[config.mk]
export PLATFORM = sky130hd
export DESIGN_NAME = aligned_glyph_layout
export DESIGN_NICKNAME = d
export VERILOG_FILES = /design/src/rtl/core/agl_pkg.sv /design/src/rtl/core/agl_div.sv /design/src/rtl/core/aligned_glyph_layout.sv
export SDC_FILE = /design/constraint.sdc
export NUM_CORES = 2
export LEC_CHECK = 0
export BUFFER_PORTS_ARGS = -buffer_cell sky130_fd_sc_hd__buf_2
export CORE_MARGIN = 2
export CORE_UTILIZATION = 51
export CTS_CLUSTER_DIAMETER = 100
export DETAILED_ROUTE_END_ITERATION = 8
export PLACE_DENSITY = 0.72
export SETUP_SLACK_MARGIN = 0.02
export SLEW_MARGIN = 15
export SYNTH_ARGS = -nofsm -noshare
export SYNTH_HDL_FRONTEND = slang
export SYNTH_HIERARCHICAL = 1
export SYNTH_SLANG_ARGS = --single-unit
[constraint.sdc]
create_clock -name clk -period 11.42 [get_ports clk]
set_input_delay 2.284 -clock clk [delete_from_list [all_inputs] [get_ports clk]]
set_output_delay 2.284 -clock clk [all_outputs]
set_load 0.05 [all_outputs]
[src/rtl/core/agl_pkg.sv]
package agl_pkg;

	// Default store depth
	localparam int unsigned MAX_GLYPHS_DEF = 64;

	// Fit divider operand widths: scale (16b) times numerator (12b), divisor up to total height
	localparam int unsigned DIVD_W = 28;
	localparam int unsigned DIVS_W = 23;
	localparam int unsigned DIV_CNT_W = 5;

	// Alignment codes
	localparam logic [1:0] ALIGN_LEFT  = 2'd0;
	localparam logic [1:0] ALIGN_RIGHT = 2'd1;

	// Register indexes
	typedef enum logic [2:0] {
		REG_ALIGN  = 3'd0,
		REG_FIT    = 3'd1,
		REG_SCX    = 3'd2,
		REG_SCY    = 3'd3,
		REG_LH     = 3'd4,
		REG_BW     = 3'd5,
		REG_BH     = 3'd6,
		REG_CY     = 3'd7
	} cfg_reg_t;

	// Layout sequencer states
	typedef enum logic [4:0] {
		ST_IDLE,
		ST_STEP0,
		ST_TOTAL,
		ST_BOX,
		ST_START,
		ST_SRD,
		ST_SCHK,
		ST_SACC,
		ST_CMP1,
		ST_CMP2,
		ST_DEC,
		ST_MX,
		ST_DX,
		ST_WX,
		ST_MY,
		ST_DY,
		ST_WY,
		ST_STEP,
		ST_STEP2,
		ST_ERD,
		ST_EMW,
		ST_EMH,
		ST_EMA,
		ST_EOUT
	} state_t;

	// Divider request
	typedef struct packed {
		logic                start;
		logic [DIVD_W-1:0]   dividend;
		logic [DIVS_W-1:0]   divisor;
	} div_req_t;

endpackage

[src/rtl/core/agl_div.sv]
module agl_div (
	input  logic                clk,
	input  logic                arst_n,
	input  agl_pkg::div_req_t   req,
	output logic                done,
	output logic [15:0]         quotient
);

	logic                          busy_q;
	logic                          done_q;
	logic [agl_pkg::DIV_CNT_W-1:0] cnt_q;
	logic [agl_pkg::DIVS_W:0]      rem_q;
	logic [agl_pkg::DIVD_W-1:0]    quo_q;
	logic [agl_pkg::DIVS_W-1:0]    den_q;
	logic [agl_pkg::DIVS_W:0]      trial;
	logic                          take;

	// Restoring division, one quotient bit per cycle
	assign trial = {rem_q[agl_pkg::DIVS_W-1:0], quo_q[agl_pkg::DIVD_W-1]};
	assign take  = trial >= {1'b0, den_q};

	always_ff @(posedge clk or negedge arst_n) begin
		if (!arst_n) begin
			busy_q <= 1'b0;
			done_q <= 1'b0;
			cnt_q  <= '0;
		end else begin
			done_q <= 1'b0;
			if (req.start) begin
				busy_q <= 1'b1;
				cnt_q  <= '0;
			end else if (busy_q) begin
				cnt_q <= cnt_q + 1'b1;
				if (cnt_q == agl_pkg::DIV_CNT_W'(agl_pkg::DIVD_W - 1)) begin
					busy_q <= 1'b0;
					done_q <= 1'b1;
				end
			end
		end
	end

	// Payload
	always_ff @(posedge clk) begin
		if (req.start) begin
			rem_q <= '0;
			quo_q <= req.dividend;
			den_q <= req.divisor;
		end else if (busy_q) begin
			rem_q <= take ? (trial - {1'b0, den_q}) : trial;
			quo_q <= {quo_q[agl_pkg::DIVD_W-2:0], take};
		end
	end

	// Saturate to 16 bits
	assign done     = done_q;
	assign quotient = (quo_q[agl_pkg::DIVD_W-1:16] != '0) ? 16'hFFFF : quo_q[15:0];

endmodule

[src/rtl/core/aligned_glyph_layout.sv]
// Aligned glyph layout.
// Input stream s_*: one glyph per request, metrics in s_tdata, newline mark
// in s_tuser, s_tlast on the final glyph of a text. Glyphs load one per cycle
// into a MAX_GLYPHS-entry store; entries past a full store are dropped.
// The request with s_tlast starts the layout pass; s_tready stays low until
// the last rectangle has been placed in the output register.
// Output stream m_*: one rectangle per stored glyph in load order, m_tlast on
// the final one. The output register lets the block go back to loading while
// the last rectangle waits; a stalled m_tready stalls the pass.
// Sequence: setup, then with fitting a scan of the glyphs, the compares, up
// to two divider waits and the line step (only the line step without
// fitting); the emit pass sums each row, then forms its rectangles. All
// products go through one shared 23x16 multiplier.
// Configuration: APB, registers at 4*index, readable. Write only while idle.
// Reset: registers take their defaults, the store is empty.
module aligned_glyph_layout #(
	parameter int unsigned MAX_GLYPHS = agl_pkg::MAX_GLYPHS_DEF
) (
	input  logic        clk,
	input  logic        arst_n,
	// APB configuration
	input  logic        psel,
	input  logic        penable,
	input  logic        pwrite,
	input  logic [4:0]  paddr,
	input  logic [31:0] pwdata,
	output logic [31:0] prdata,
	output logic        pready,
	// Glyph input
	input  logic        s_tvalid,
	output logic        s_tready,
	input  logic [23:0] s_tdata,  // glyph_advance[7:0], glyph_width[15:8], glyph_height[23:16]
	input  logic        s_tuser,  // is_newline
	input  logic        s_tlast,  // last_glyph
	// Rectangle output
	output logic        m_tvalid,
	input  logic        m_tready,
	output logic [71:0] m_tdata,  // glyph_index[5:0], rect_x[21:6], rect_y[37:22],
	                              // rect_w[53:38], rect_h[69:54], zero[71:70]
	output logic        m_tlast   // last_rect
);

	localparam int unsigned AW = (MAX_GLYPHS > 1) ? $clog2(MAX_GLYPHS) : 1;
	localparam int unsigned CW = $clog2(MAX_GLYPHS + 1);

	// Configuration registers
	logic [1:0]  align_q;
	logic        fit_q;
	logic [15:0] scx_q, scy_q, cy_q;
	logic [7:0]  lh_q;
	logic [11:0] bw_q, bh_q;

	// Control
	agl_pkg::state_t state_q, state_d;
	logic [CW-1:0] cnt_q, lc_q, idx_q, rowst_q;
	logic          pass_q;
	logic          ov_q;

	// Datapath
	logic [24:0] mem [MAX_GLYPHS];
	logic [24:0] rd_q;
	logic [22:0] mul_a;
	logic [15:0] mul_b;
	logic [38:0] mul_q;
	logic [15:0] sx_q, sy_q, sty_q, step_q, x_q, y_q, ws_q, hs_q;
	logic [22:0] total_q, den_q;
	logic [19:0] box_q;
	logic [21:0] longest_q, sum_q;
	logic [34:0] p1_q;
	logic [11:0] num_q;
	logic [69:0] od_q;
	logic        ol_q;

	logic        in_acc, cfg_wr, out_free, row_end, is_last, use_h;
	logic [24:0] v2;
	logic [24:0] v2r;
	logic [15:0] adv_s, x_init, rx;
	agl_pkg::div_req_t div_req;
	logic        div_done;
	logic [15:0] div_quo;

	assign in_acc   = s_tvalid && s_tready;
	assign cfg_wr   = psel && penable && pwrite && pready;
	assign out_free = !ov_q || m_tready;
	assign row_end  = (idx_q == cnt_q) || rd_q[24];
	assign is_last  = idx_q == (cnt_q - 1'b1);
	assign adv_s    = mul_q[23:8];
	assign use_h    = (total_q != '0) &&
	                  ((longest_q == '0) || (p1_q < mul_q[34:0]));

	assign pready   = 1'b1;
	assign s_tready = state_q == agl_pkg::ST_IDLE;
	assign m_tvalid = ov_q;
	assign m_tdata  = {2'b00, od_q};
	assign m_tlast  = ol_q;

	// Start y, halving truncated toward zero
	assign v2  = {{8{cy_q[15]}}, cy_q, 1'b0} - {2'b00, total_q};
	assign v2r = v2 + {24'd0, v2[24]};

	// Row start x per alignment
	always_comb begin
		case (align_q)
			agl_pkg::ALIGN_LEFT:  x_init = '0;
			agl_pkg::ALIGN_RIGHT: x_init = box_q[15:0] - sum_q[15:0];
			default:              x_init = box_q[16:1] - sum_q[16:1];
		endcase
	end

	assign rx = (align_q == agl_pkg::ALIGN_RIGHT) ? (x_q + adv_s - ws_q) : x_q;

	// Shared multiplier operand select
	always_comb begin
		mul_a = '0;
		mul_b = '0;
		case (state_q)
			agl_pkg::ST_STEP0: begin mul_a = 23'(lh_q);        mul_b = scy_q; end
			agl_pkg::ST_TOTAL: begin mul_a = 23'(mul_q[23:8]); mul_b = 16'(lc_q + 1'b1); end
			agl_pkg::ST_BOX:   begin mul_a = 23'(bw_q);        mul_b = scx_q; end
			agl_pkg::ST_SCHK:  begin mul_a = 23'(rd_q[7:0]);   mul_b = sx_q; end
			agl_pkg::ST_CMP1:  begin mul_a = 23'(longest_q);   mul_b = 16'(bh_q); end
			agl_pkg::ST_CMP2:  begin mul_a = total_q;          mul_b = 16'(bw_q); end
			agl_pkg::ST_MX:    begin mul_a = 23'(num_q);       mul_b = sx_q; end
			agl_pkg::ST_MY:    begin mul_a = 23'(num_q);       mul_b = sy_q; end
			agl_pkg::ST_STEP:  begin mul_a = 23'(lh_q);        mul_b = sy_q; end
			agl_pkg::ST_EMW:   begin mul_a = 23'(rd_q[15:8]);  mul_b = sx_q; end
			agl_pkg::ST_EMH:   begin mul_a = 23'(rd_q[23:16]); mul_b = sy_q; end
			agl_pkg::ST_EMA:   begin mul_a = 23'(rd_q[7:0]);   mul_b = sx_q; end
			// keep the scaled advance while the output stalls
			agl_pkg::ST_EOUT:  begin mul_a = 23'(rd_q[7:0]);   mul_b = sx_q; end
			default: ;
		endcase
	end

	always_ff @(posedge clk) begin
		mul_q <= {16'd0, mul_a} * {23'd0, mul_b};
	end

	// Glyph store
	always_ff @(posedge clk) begin
		if (in_acc && (cnt_q < CW'(MAX_GLYPHS)))
			mem[cnt_q[AW-1:0]] <= {s_tuser, s_tdata};
		rd_q <= mem[idx_q[AW-1:0]];
	end

	// Divider request
	always_comb begin
		div_req.start    = (state_q == agl_pkg::ST_DX) || (state_q == agl_pkg::ST_DY);
		div_req.dividend = mul_q[27:0];
		div_req.divisor  = den_q;
	end

	agl_div u_div (
		.clk      (clk),
		.arst_n   (arst_n),
		.req      (div_req),
		.done     (div_done),
		.quotient (div_quo)
	);

	// Configuration registers
	always_ff @(posedge clk or negedge arst_n) begin
		if (!arst_n) begin
			align_q <= 2'd2;
			fit_q   <= 1'b1;
			scx_q   <= 16'd256;
			scy_q   <= 16'd256;
			lh_q    <= 8'd16;
			bw_q    <= '0;
			bh_q    <= '0;
			cy_q    <= '0;
		end else if (cfg_wr) begin
			unique case (agl_pkg::cfg_reg_t'(paddr[4:2]))
				agl_pkg::REG_ALIGN: align_q <= pwdata[1:0];
				agl_pkg::REG_FIT:   fit_q   <= pwdata[0];
				agl_pkg::REG_SCX:   scx_q   <= pwdata[15:0];
				agl_pkg::REG_SCY:   scy_q   <= pwdata[15:0];
				agl_pkg::REG_LH:    lh_q    <= pwdata[7:0];
				agl_pkg::REG_BW:    bw_q    <= pwdata[11:0];
				agl_pkg::REG_BH:    bh_q    <= pwdata[11:0];
				agl_pkg::REG_CY:    cy_q    <= pwdata[15:0];
				default: ;
			endcase
		end
	end

	// Register readback
	always_comb begin
		unique case (agl_pkg::cfg_reg_t'(paddr[4:2]))
			agl_pkg::REG_ALIGN: prdata = 32'(align_q);
			agl_pkg::REG_FIT:   prdata = 32'(fit_q);
			agl_pkg::REG_SCX:   prdata = 32'(scx_q);
			agl_pkg::REG_SCY:   prdata = 32'(scy_q);
			agl_pkg::REG_LH:    prdata = 32'(lh_q);
			agl_pkg::REG_BW:    prdata = 32'(bw_q);
			agl_pkg::REG_BH:    prdata = 32'(bh_q);
			agl_pkg::REG_CY:    prdata = 32'(cy_q);
			default:            prdata = '0;
		endcase
	end

	// Next state
	always_comb begin
		state_d = state_q;
		unique case (state_q)
			agl_pkg::ST_IDLE:  if (in_acc && s_tlast) state_d = agl_pkg::ST_STEP0;
			agl_pkg::ST_STEP0: state_d = agl_pkg::ST_TOTAL;
			agl_pkg::ST_TOTAL: state_d = agl_pkg::ST_BOX;
			agl_pkg::ST_BOX:   state_d = agl_pkg::ST_START;
			agl_pkg::ST_START: state_d = fit_q ? agl_pkg::ST_SRD : agl_pkg::ST_STEP;
			agl_pkg::ST_SRD:   state_d = agl_pkg::ST_SCHK;
			agl_pkg::ST_SCHK: begin
				if (!row_end)
					state_d = agl_pkg::ST_SACC;
				else if (pass_q)
					state_d = agl_pkg::ST_ERD;
				else if (idx_q == cnt_q)
					state_d = agl_pkg::ST_CMP1;
				else
					state_d = agl_pkg::ST_SRD;
			end
			agl_pkg::ST_SACC:  state_d = agl_pkg::ST_SRD;
			agl_pkg::ST_CMP1:  state_d = agl_pkg::ST_CMP2;
			agl_pkg::ST_CMP2:  state_d = agl_pkg::ST_DEC;
			agl_pkg::ST_DEC: begin
				if (use_h || (longest_q != '0))
					state_d = agl_pkg::ST_MX;
				else
					state_d = agl_pkg::ST_STEP;
			end
			agl_pkg::ST_MX:    state_d = agl_pkg::ST_DX;
			agl_pkg::ST_DX:    state_d = agl_pkg::ST_WX;
			agl_pkg::ST_WX:    if (div_done) state_d = agl_pkg::ST_MY;
			agl_pkg::ST_MY:    state_d = agl_pkg::ST_DY;
			agl_pkg::ST_DY:    state_d = agl_pkg::ST_WY;
			agl_pkg::ST_WY:    if (div_done) state_d = agl_pkg::ST_STEP;
			agl_pkg::ST_STEP:  state_d = agl_pkg::ST_STEP2;
			agl_pkg::ST_STEP2: state_d = agl_pkg::ST_SRD;
			agl_pkg::ST_ERD:   state_d = agl_pkg::ST_EMW;
			agl_pkg::ST_EMW:   state_d = rd_q[24] ? agl_pkg::ST_EOUT : agl_pkg::ST_EMH;
			agl_pkg::ST_EMH:   state_d = agl_pkg::ST_EMA;
			agl_pkg::ST_EMA:   state_d = agl_pkg::ST_EOUT;
			agl_pkg::ST_EOUT: begin
				if (out_free) begin
					if (is_last)
						state_d = agl_pkg::ST_IDLE;
					else if (rd_q[24])
						state_d = agl_pkg::ST_SRD;
					else
						state_d = agl_pkg::ST_ERD;
				end
			end
			default: state_d = agl_pkg::ST_IDLE;
		endcase
	end

	// Control registers
	always_ff @(posedge clk or negedge arst_n) begin
		if (!arst_n) begin
			state_q <= agl_pkg::ST_IDLE;
			cnt_q   <= '0;
			lc_q    <= '0;
			idx_q   <= '0;
			rowst_q <= '0;
			pass_q  <= 1'b0;
			ov_q    <= 1'b0;
		end else begin
			state_q <= state_d;
			if ((state_q == agl_pkg::ST_EOUT) && out_free)
				ov_q <= 1'b1;
			else if (ov_q && m_tready)
				ov_q <= 1'b0;
			case (state_q)
				agl_pkg::ST_IDLE: begin
					if (in_acc && (cnt_q < CW'(MAX_GLYPHS))) begin
						cnt_q <= cnt_q + 1'b1;
						if (s_tuser)
							lc_q <= lc_q + 1'b1;
					end
					idx_q  <= '0;
					pass_q <= 1'b0;
				end
				agl_pkg::ST_SCHK: begin
					if (row_end && pass_q)
						idx_q <= rowst_q;
					else if (row_end && (idx_q != cnt_q))
						idx_q <= idx_q + 1'b1;
				end
				agl_pkg::ST_SACC: idx_q <= idx_q + 1'b1;
				agl_pkg::ST_STEP2: begin
					idx_q   <= '0;
					rowst_q <= '0;
					pass_q  <= 1'b1;
				end
				agl_pkg::ST_EOUT: begin
					if (out_free) begin
						if (is_last) begin
							cnt_q <= '0;
							lc_q  <= '0;
						end else begin
							idx_q <= idx_q + 1'b1;
							if (rd_q[24])
								rowst_q <= idx_q + 1'b1;
						end
					end
				end
				default: ;
			endcase
		end
	end

	// Datapath registers
	always_ff @(posedge clk) begin
		case (state_q)
			agl_pkg::ST_STEP0: begin
				sx_q <= scx_q;
				sy_q <= scy_q;
			end
			agl_pkg::ST_BOX:   total_q <= mul_q[22:0];
			agl_pkg::ST_START: begin
				box_q     <= mul_q[27:8];
				sty_q     <= v2r[16:1];
				longest_q <= '0;
				sum_q     <= '0;
			end
			agl_pkg::ST_SCHK: begin
				if (row_end && !pass_q) begin
					if (sum_q > longest_q)
						longest_q <= sum_q;
					sum_q <= '0;
				end
				if (row_end && pass_q)
					x_q <= x_init;
			end
			agl_pkg::ST_SACC:  sum_q <= sum_q + 22'(mul_q[23:8]);
			agl_pkg::ST_CMP2:  p1_q <= mul_q[34:0];
			agl_pkg::ST_DEC: begin
				if (use_h) begin
					num_q <= bh_q;
					den_q <= total_q;
				end else begin
					num_q <= bw_q;
					den_q <= 23'(longest_q);
				end
			end
			agl_pkg::ST_WX:    if (div_done) sx_q <= div_quo;
			agl_pkg::ST_WY:    if (div_done) sy_q <= div_quo;
			agl_pkg::ST_STEP2: begin
				step_q <= mul_q[23:8];
				y_q    <= sty_q;
				sum_q  <= '0;
			end
			agl_pkg::ST_EMW: begin
				ws_q <= '0;
				hs_q <= '0;
			end
			agl_pkg::ST_EMH:   ws_q <= mul_q[23:8];
			agl_pkg::ST_EMA:   hs_q <= mul_q[23:8];
			agl_pkg::ST_EOUT: begin
				if (out_free) begin
					ol_q <= is_last;
					if (rd_q[24]) begin
						od_q  <= {64'd0, 6'(idx_q)};
						y_q   <= y_q + step_q;
						sum_q <= '0;
					end else begin
						od_q <= {hs_q, ws_q, y_q, rx, 6'(idx_q)};
						x_q  <= x_q + adv_s;
					end
				end
			end
			default: ;
		endcase
	end

endmodule

=== Yosys cells after proc, flatten, opt, wreduce, memory -nomap -nowiden ===
Memories as Yosys holds them, arrays and structs flattened. A register that Yosys moved wholly into a read port is not among the register bits.
Cells that the tools add are included.

* Output and inout bits: 108
* Memory bits (writable): 1600
* Bits in registers: 587
* Logic and storage cells: 249
* Input bits: 70
* Memories kept: 1

* Equality and inequality tests: 49
* Mux-type cells: 72
* $mul: 1
* Add/sub/neg operators: 15
* Reduce and logical (&&, ||, !) cells: 66
* Order comparisons: 4

{| class="wikitable"
|+ Memories
! memory !! words !! bits a word !! read ports !! clocked after memory_dff !! wr ports !! line !! RTL
|-
| mem || 64 || 25 || 1 || 1 || 1 || aligned_glyph_layout.sv:60 || <nowiki>logic [24:0] mem [MAX_GLYPHS];</nowiki>
|}

{| class="wikitable"
|+ Operator list
! kind !! count
|-
| $pmux 32 s8 || 1
|-
| $pmux 16 s2 || 7
|-
| $pmux 23 s9 || 1
|-
| $mux 22 || 6
|-
| $mux 16 || 8
|-
| $pmux 5 s23 || 1
|-
| $pmux 16 s7 || 1
|-
| $pmux 22 s4 || 1
|-
| $mux 7 || 12
|-
| $mux 5 || 12
|-
| $mux 28 || 2
|-
| $sub 16x16->16 || 3
|-
| $eq 5x5->1 const B || 9
|-
| $pmux 22 s2 || 1
|-
| $pmux 7 s2 || 3
|-
| $eq 5x4->1 const B || 8
|-
| $lt 35x35->1 || 1
|-
| $mul 23x16->35 || 1
|-
| $add 16x16->16 || 2
|-
| $pmux 7 s4 || 1
|-
| $sub 17x24->25 || 1
|-
| $ge 24x23->1 || 1
|-
| $reduce_and 4->1 || 6
|-
| $mux 23 || 1
|-
| 44 further kinds || 117
|}

=== Depth between registers and ports, before layout ===
* Depth in word-level cells: 6
* Depth in mapped cells: 34
* Depth with buffers taken out: 30

=== By module ===
The synthesis kept the hierarchy.

{| class="wikitable"
|+ By module, submodules not included
! module !! instances !! sequential area each (µm²) !! area each (µm²) !! cells each
|-
| aligned_glyph_layout || 1 || 62806.5 || 99719.4 || 6189
|-
| agl_div || 1 || 2167.1 || 4642.0 || 446
|}

=== Worst setup path before layout ===
No wires, ideal clock.

* Path kind: reg2reg
* Start point: register state_q[4]
* End point: register mul_q[32]
* Setup time: 0.143 ns
* Buffers on the path: 4
* Required time: 11.277 ns
* Cell stages (with the launch flop): 28
* Period minus slack after synthesis: 8.612 ns
* Data arrival time: 8.469 ns
* Slack: 2.808 ns
* Cells stage by stage: dfrtp_1 > clkbuf_1 > nor2_1 > nand2_1 > or2_2 > clkbuf_1 > nor2_1 > clkbuf_1 > a221o_1 > clkbuf_1 > nand2_1 > fa_1 > fa_1 > fa_1 > fa_1 > inv_1 > fa_1 > inv_1 > fa_1 > inv_1 > ha_1 > nand3_1 > nor4b_1 > nor3_1 > o31ai_1 > a21oi_1 > o311ai_0 > o211ai_1

* Word-level cells in the longest chain between the ends: 4
* Elaborated cells between the ends (all ways): 21
* Classes of those cells: mul: 1; eq/ne: 13; mux: 2; reduce/logical: 5

{| class="wikitable"
|+ Ends and longest elaborated chain
! item !! line !! RTL
|-
| start, declared || aligned_glyph_layout.sv:54 || <nowiki>agl_pkg::state_t state_q, state_d;</nowiki>
|-
| start signal, assigned || aligned_glyph_layout.sv:260 || <nowiki>state_q <= agl_pkg::ST_IDLE;</nowiki>
|-
| start signal, assigned || aligned_glyph_layout.sv:268 || <nowiki>state_q <= state_d;</nowiki>
|-
| $eq 5x5->1 (tied with other cells) || aligned_glyph_layout.sv:116 || <nowiki>case (state_q)</nowiki>
|-
| $reduce_or 5->1 (no line) (tied with other cells) || n/a ||
|-
| $pmux 16 s7 / $pmux 23 s9 (equally long branches) || aligned_glyph_layout.sv:116 ||
|-
| $mul 23x16->35 * || aligned_glyph_layout.sv:136 || <nowiki>mul_q <= {16'd0, mul_a} * {23'd0, mul_b};</nowiki>
|-
| end signal, assigned || aligned_glyph_layout.sv:136 ||
|-
| end, declared || aligned_glyph_layout.sv:64 || <nowiki>logic [38:0] mul_q;</nowiki>
|}

Mark *: on every way between the ends. The rest lies on a longest branch, timed or not.
A chain may end at the register's enable or synchronous reset.

=== Worst setup path after layout ===
* Start point: register state_q[2]
* End point: register mul_q[32]

Same word-level chain as after synthesis.

==> results list <==
- Status: finished, final reports clean
- Relative to the synthesized area, the layout overhead comes to 11.47%.
- The final critical path takes up 84.54% of the cycle.
* Top-area cell type share of the netlist area: 57.66%
- The clock passes through at most 3 buffers.
- Main area contributors after synthesis: sky130_fd_sc_hd__edfxtp_1 (58%), sky130_fd_sc_hd__mux4_2 (11%), sky130_fd_sc_hd__fa_1 (5.7%), sky130_fd_sc_hd__ha_1 (3.3%), sky130_fd_sc_hd__dfrtp_1 (2.9%)
- Start-to-end type of the worst setup path: flip-flop to flip-flop
* Placeable core area: 204000 um2
- Number of instances in the placed design: 9344
- Vertical extent of the die: 456.4 um
* Clock transition at the registers of the reported paths: 0.06 ns
* Quantity of gates resized following cts: 0
- In this run the cell area measured after placement is 108900 um2.
- Count of max-cap constraint violations: 0
- Register area share after synthesis: 62.26%
- Filler instances: 15280
* Count of input and output buffers: 140
* Number of flops mapped to enable cells by yosys: 2004
- Largest voltage drop on the vdd net: 0.2239 mV
- STA puts the critical path data required time at 12.10 ns.
- Pre-CTS setup slack: 1.714 ns
* Vias post-DR: 59770
- At the end of the flow the core is filled with cells to 57.04%.
- Cell accounting for the most synthesized area: sky130_fd_sc_hd__edfxtp_1
* Largest net degree at the start of global routing: 140
* Number of failing setup endpoints in the final timing report: 0
- In the routed design, unresolved DRC markers number 0.
* Average wire per standard cell: 28.11 um
- Number of instances in the synthesized netlist: 6635
- The startpoint identified for the worst register-to-register timing path is state_q[2].
* RSZ-0062 raised after global routing: no
* Synth top cells by count: sky130_fd_sc_hd__edfxtp_1 (2004), sky130_fd_sc_hd__inv_1 (534), sky130_fd_sc_hd__mux4_2 (528)
- Horizontal extent of the die: 456.4 um
- Critical Path Start: state_q[2]
* Starting DRT DRC Count: 7140
- Global routing finished with a remaining overflow of 0.
* Startpoint kind of the worst setup timing path: flip-flop
- The number of max-slew violations in the final report is 0.
- Averaged over all synthesized cells, the footprint is 15.73 um2.
- Data arrival at the endpoint of the critical path: 10.33 ns
* CTS root buf: sky130_fd_sc_hd__clkbuf_16
- The routed design has 274600 um of wire.
- First-pass GRT wire length: 402400 um
- Type of destination of the critical path: flip-flop
- For this configuration, the core starts out at a cell density of 51.17%.
- Power density over cell area: 236.0 nW/um2
* Worst Path Max Fanout: 23
- Leak: 0.04115 uW
- Number of non-filler instances in the completed layout: 9769
* Clock tree skew after final layout: 0.07902 ns
- The min-delay analysis places its worst path in the category flip-flop to flip-flop.
- The floorplan step defined a die boundary enclosing 208300 um2.
* Main synth FF type: sky130_fd_sc_hd__edfxtp_1
* Layout cells sized above 1: 20.35%
* Max-slew headroom: 19.76%
* Clock period minus final worst setup slack: 9.654 ns
- The pre-antenna-repair detailed-routing pass consisted of 9 iterations.
- Crit path capture: mul_q[32]
- TritonCTS built the clock tree.
* Hold-fix buffers at CTS: 0
- Tightest Pin Transition: 1.204 ns
* HPWL after detailed placement: 172800 um
* Worst path buffer plus inverter count: 4
- Once layout is done, the placed cells without fillers occupy 116300 um2.
- The congestion estimate from routability-driven global placement came to 0.9333.
* Register bit count reported by yosys: 2212
- Dominant cell type by count on the critical path: sky130_fd_sc_hd__fa_1
- On the critical path the largest part of the delay comes from adder cells.
- Using the TritonRoute via totals, the vias-per-cell ratio works out to 6.119.
- Achievable Freq: 103.6 MHz
* CTS sink cnt: 2212
- The Yosys step of the flow raised 6 warnings.
* Async S/R FF share, synth: 5.651%
- Number of distinct library cells after synthesis: 103
* Cell depth of the worst min-delay path: 0
- In the post-synthesis netlist, the cell with the most instances is sky130_fd_sc_hd__edfxtp_1.
- Pin placement for this block handled 178 I/O pins.
* Cts bufs inserted: 217
- In this design, the stage delay of the slowest critical-path cell is 0.89 ns.
* H-Tree Depth: 4
- In this run the critical register-to-register path is captured at mul_q[32].
- Worst reg-to-reg path cell count: 25
- Final sum of negative setup slack: 0 ns
* Number of nets with antenna violations after detailed routing: 0
- After floorplanning, the core was divided into 166 placement rows.
- Number of cells on the critical path: 25
- After the last flow step, the layout net total stands at 7515.
- The hold violation count in the final report is 0.
- Skew-Pair Late Insertion Delay: 0.89 ns
- Across all setup checks in the final design, the least slack found is 1.766 ns.
- Via count of the first global-routing pass: 60130
* Max stage delay cell, worst path: sky130_fd_sc_hd__a221oi_1
* Post-CTS setup-driven buffer insertion count: 0
- The initial antenna violation count came to 20.
- Syn Std Cell Area: 104400 um2
- Across all register-to-register paths, the minimum setup slack is 1.77 ns.
* Global-route usage over all layers: 26.35%
-- cell families after synthesis --
group | after synthesis | synth area share (%)
DFF | 2212 | 62.26
muxes | 726 | 13.47
other | 2 | 0.007196
xor gates and xnor gates | 171 | 1.449
buffers and inverters | 848 | 3.154
and+or+nand+nor | 1345 | 5.778
adders and majority gates | 569 | 8.944
AOI/OAI and AO/OA | 762 | 4.942
-- sequential cells by signal (all words and copies together), names as in the netlist, 17 cells and up --
name	count
den_q	23
longest_q	22
box_q	17
u_div/rem_q	23
mul_q	35
total_q	23
sum_q	22
u_div/quo_q	28
u_div/den_q	23
mem	1600
rd_q	25
od_q	70
p1_q	35
-- how the worst min path moves through the flow --
stage	start	endpoint	slack, ns
3_3_place_gp	den_q[11]	u_div/den_q[11]	0.41
4_1_cts	den_q[19]	u_div/den_q[19]	0.42
6_report	den_q[19]	u_div/den_q[19]	0.42
5_1_grt	den_q[11]	u_div/den_q[11]	0.43
3_5_place_dp	den_q[1]	u_div/den_q[1]	0.40
2_1_floorplan	den_q[0]	u_div/den_q[0]	0.40
-- stage by stage --
stage / total power, uW / hold WS [ns]
floorplan: 16960 / 0.4003
global placement: 19990 / 0.4054
detailed placement: 20180 / 0.4045
CTS: 27460 / 0.4180
global route: 28670 / 0.4260
finish: 27460 / 0.4174
-- cells in the final DEF (no fill, tap or decap), types with 25 or more instances in the layout --
cell	count
sky130_fd_sc_hd__edfxtp_1	2004
sky130_fd_sc_hd__inv_1	534
sky130_fd_sc_hd__mux4_2	528
sky130_fd_sc_hd__nand2_1	455
sky130_fd_sc_hd__nor2_1	404
sky130_fd_sc_hd__fa_1	295
sky130_fd_sc_hd__ha_1	274
sky130_fd_sc_hd__clkbuf_16	219
sky130_fd_sc_hd__a21oi_1	170
sky130_fd_sc_hd__buf_4	160
sky130_fd_sc_hd__o21ai_0	152
sky130_fd_sc_hd__mux2_2	145
sky130_fd_sc_hd__buf_2	116
sky130_fd_sc_hd__xnor2_1	113
sky130_fd_sc_hd__dfrtp_1	113
sky130_fd_sc_hd__nor3_1	87
sky130_fd_sc_hd__dfxtp_1	82
sky130_fd_sc_hd__a21o_1	72
sky130_fd_sc_hd__nor2b_1	59
sky130_fd_sc_hd__xor2_1	57
sky130_fd_sc_hd__nand3_1	54
sky130_fd_sc_hd__mux2i_1	53
sky130_fd_sc_hd__conb_1	53
sky130_fd_sc_hd__clkinv_1	47
sky130_fd_sc_hd__clkinv_2	47
sky130_fd_sc_hd__clkbuf_1	42
sky130_fd_sc_hd__nor2_2	36
sky130_fd_sc_hd__nor2_4	35
sky130_fd_sc_hd__a211oi_1	35
sky130_fd_sc_hd__nand2b_1	31
sky130_fd_sc_hd__nand4_1	31
sky130_fd_sc_hd__or2_2	29
sky130_fd_sc_hd__a31oi_1	26
sky130_fd_sc_hd__o21a_1	26
sky130_fd_sc_hd__a221oi_1	26
sky130_fd_sc_hd__a22oi_1	26
sky130_fd_sc_hd__and2_1	25
sky130_fd_sc_hd__and3_1	25
-- metal layers --
layer | up-vias | track usage (%) | part of all wire, %
met5 | - | 0 | 0.0080
met4 | 4 | 11.60 | 4.7
met3 | 573 | 4.598 | 8.7
met2 | 3026 | 43.39 | 49
met1 | 30700 | 34.60 | 38
li1 | 25470 | - | -
-- layout make-up --
class / count / area, um2 / share of cell area (%)
repair buffers: 282 / 1876 / 1.612
flip-flops and latches: 2212 / 64990 / 55.87
multi-input cells: 3626 / 36700 / 31.55
clock buffers: 272 / 5789 / 4.977
inverters: 537 / 2016 / 1.733
clock inverters: 142 / 1567 / 1.347
diodes: 10 / 25.02 / 0.02151
well taps: 2688 / 3363 / 2.891
-- where the power goes --
part           switching [uW]  leakage [uW]  internal, uW
Combinational            6000        0.0171          4000
Clock                    3170       0.00359          4130
Sequential                589        0.0204          9570
Total                    9760        0.0411         17700
-- worst reg2reg max path: cells and delay by family, from the launching register on --
| family | cells | cell delay [ns] |
|---|---|---|
| adder cells (fa/ha/maj) | 7 | 3.32 |
| AO/OA/AOI/OAI | 7 | 3.11 |
| AND/OR/NAND/NOR | 7 | 2.11 |
| flip-flops | 1 | 0.76 |
| buffers and inverters | 4 | 0.21 |
(Power assumes the default switching activity.)
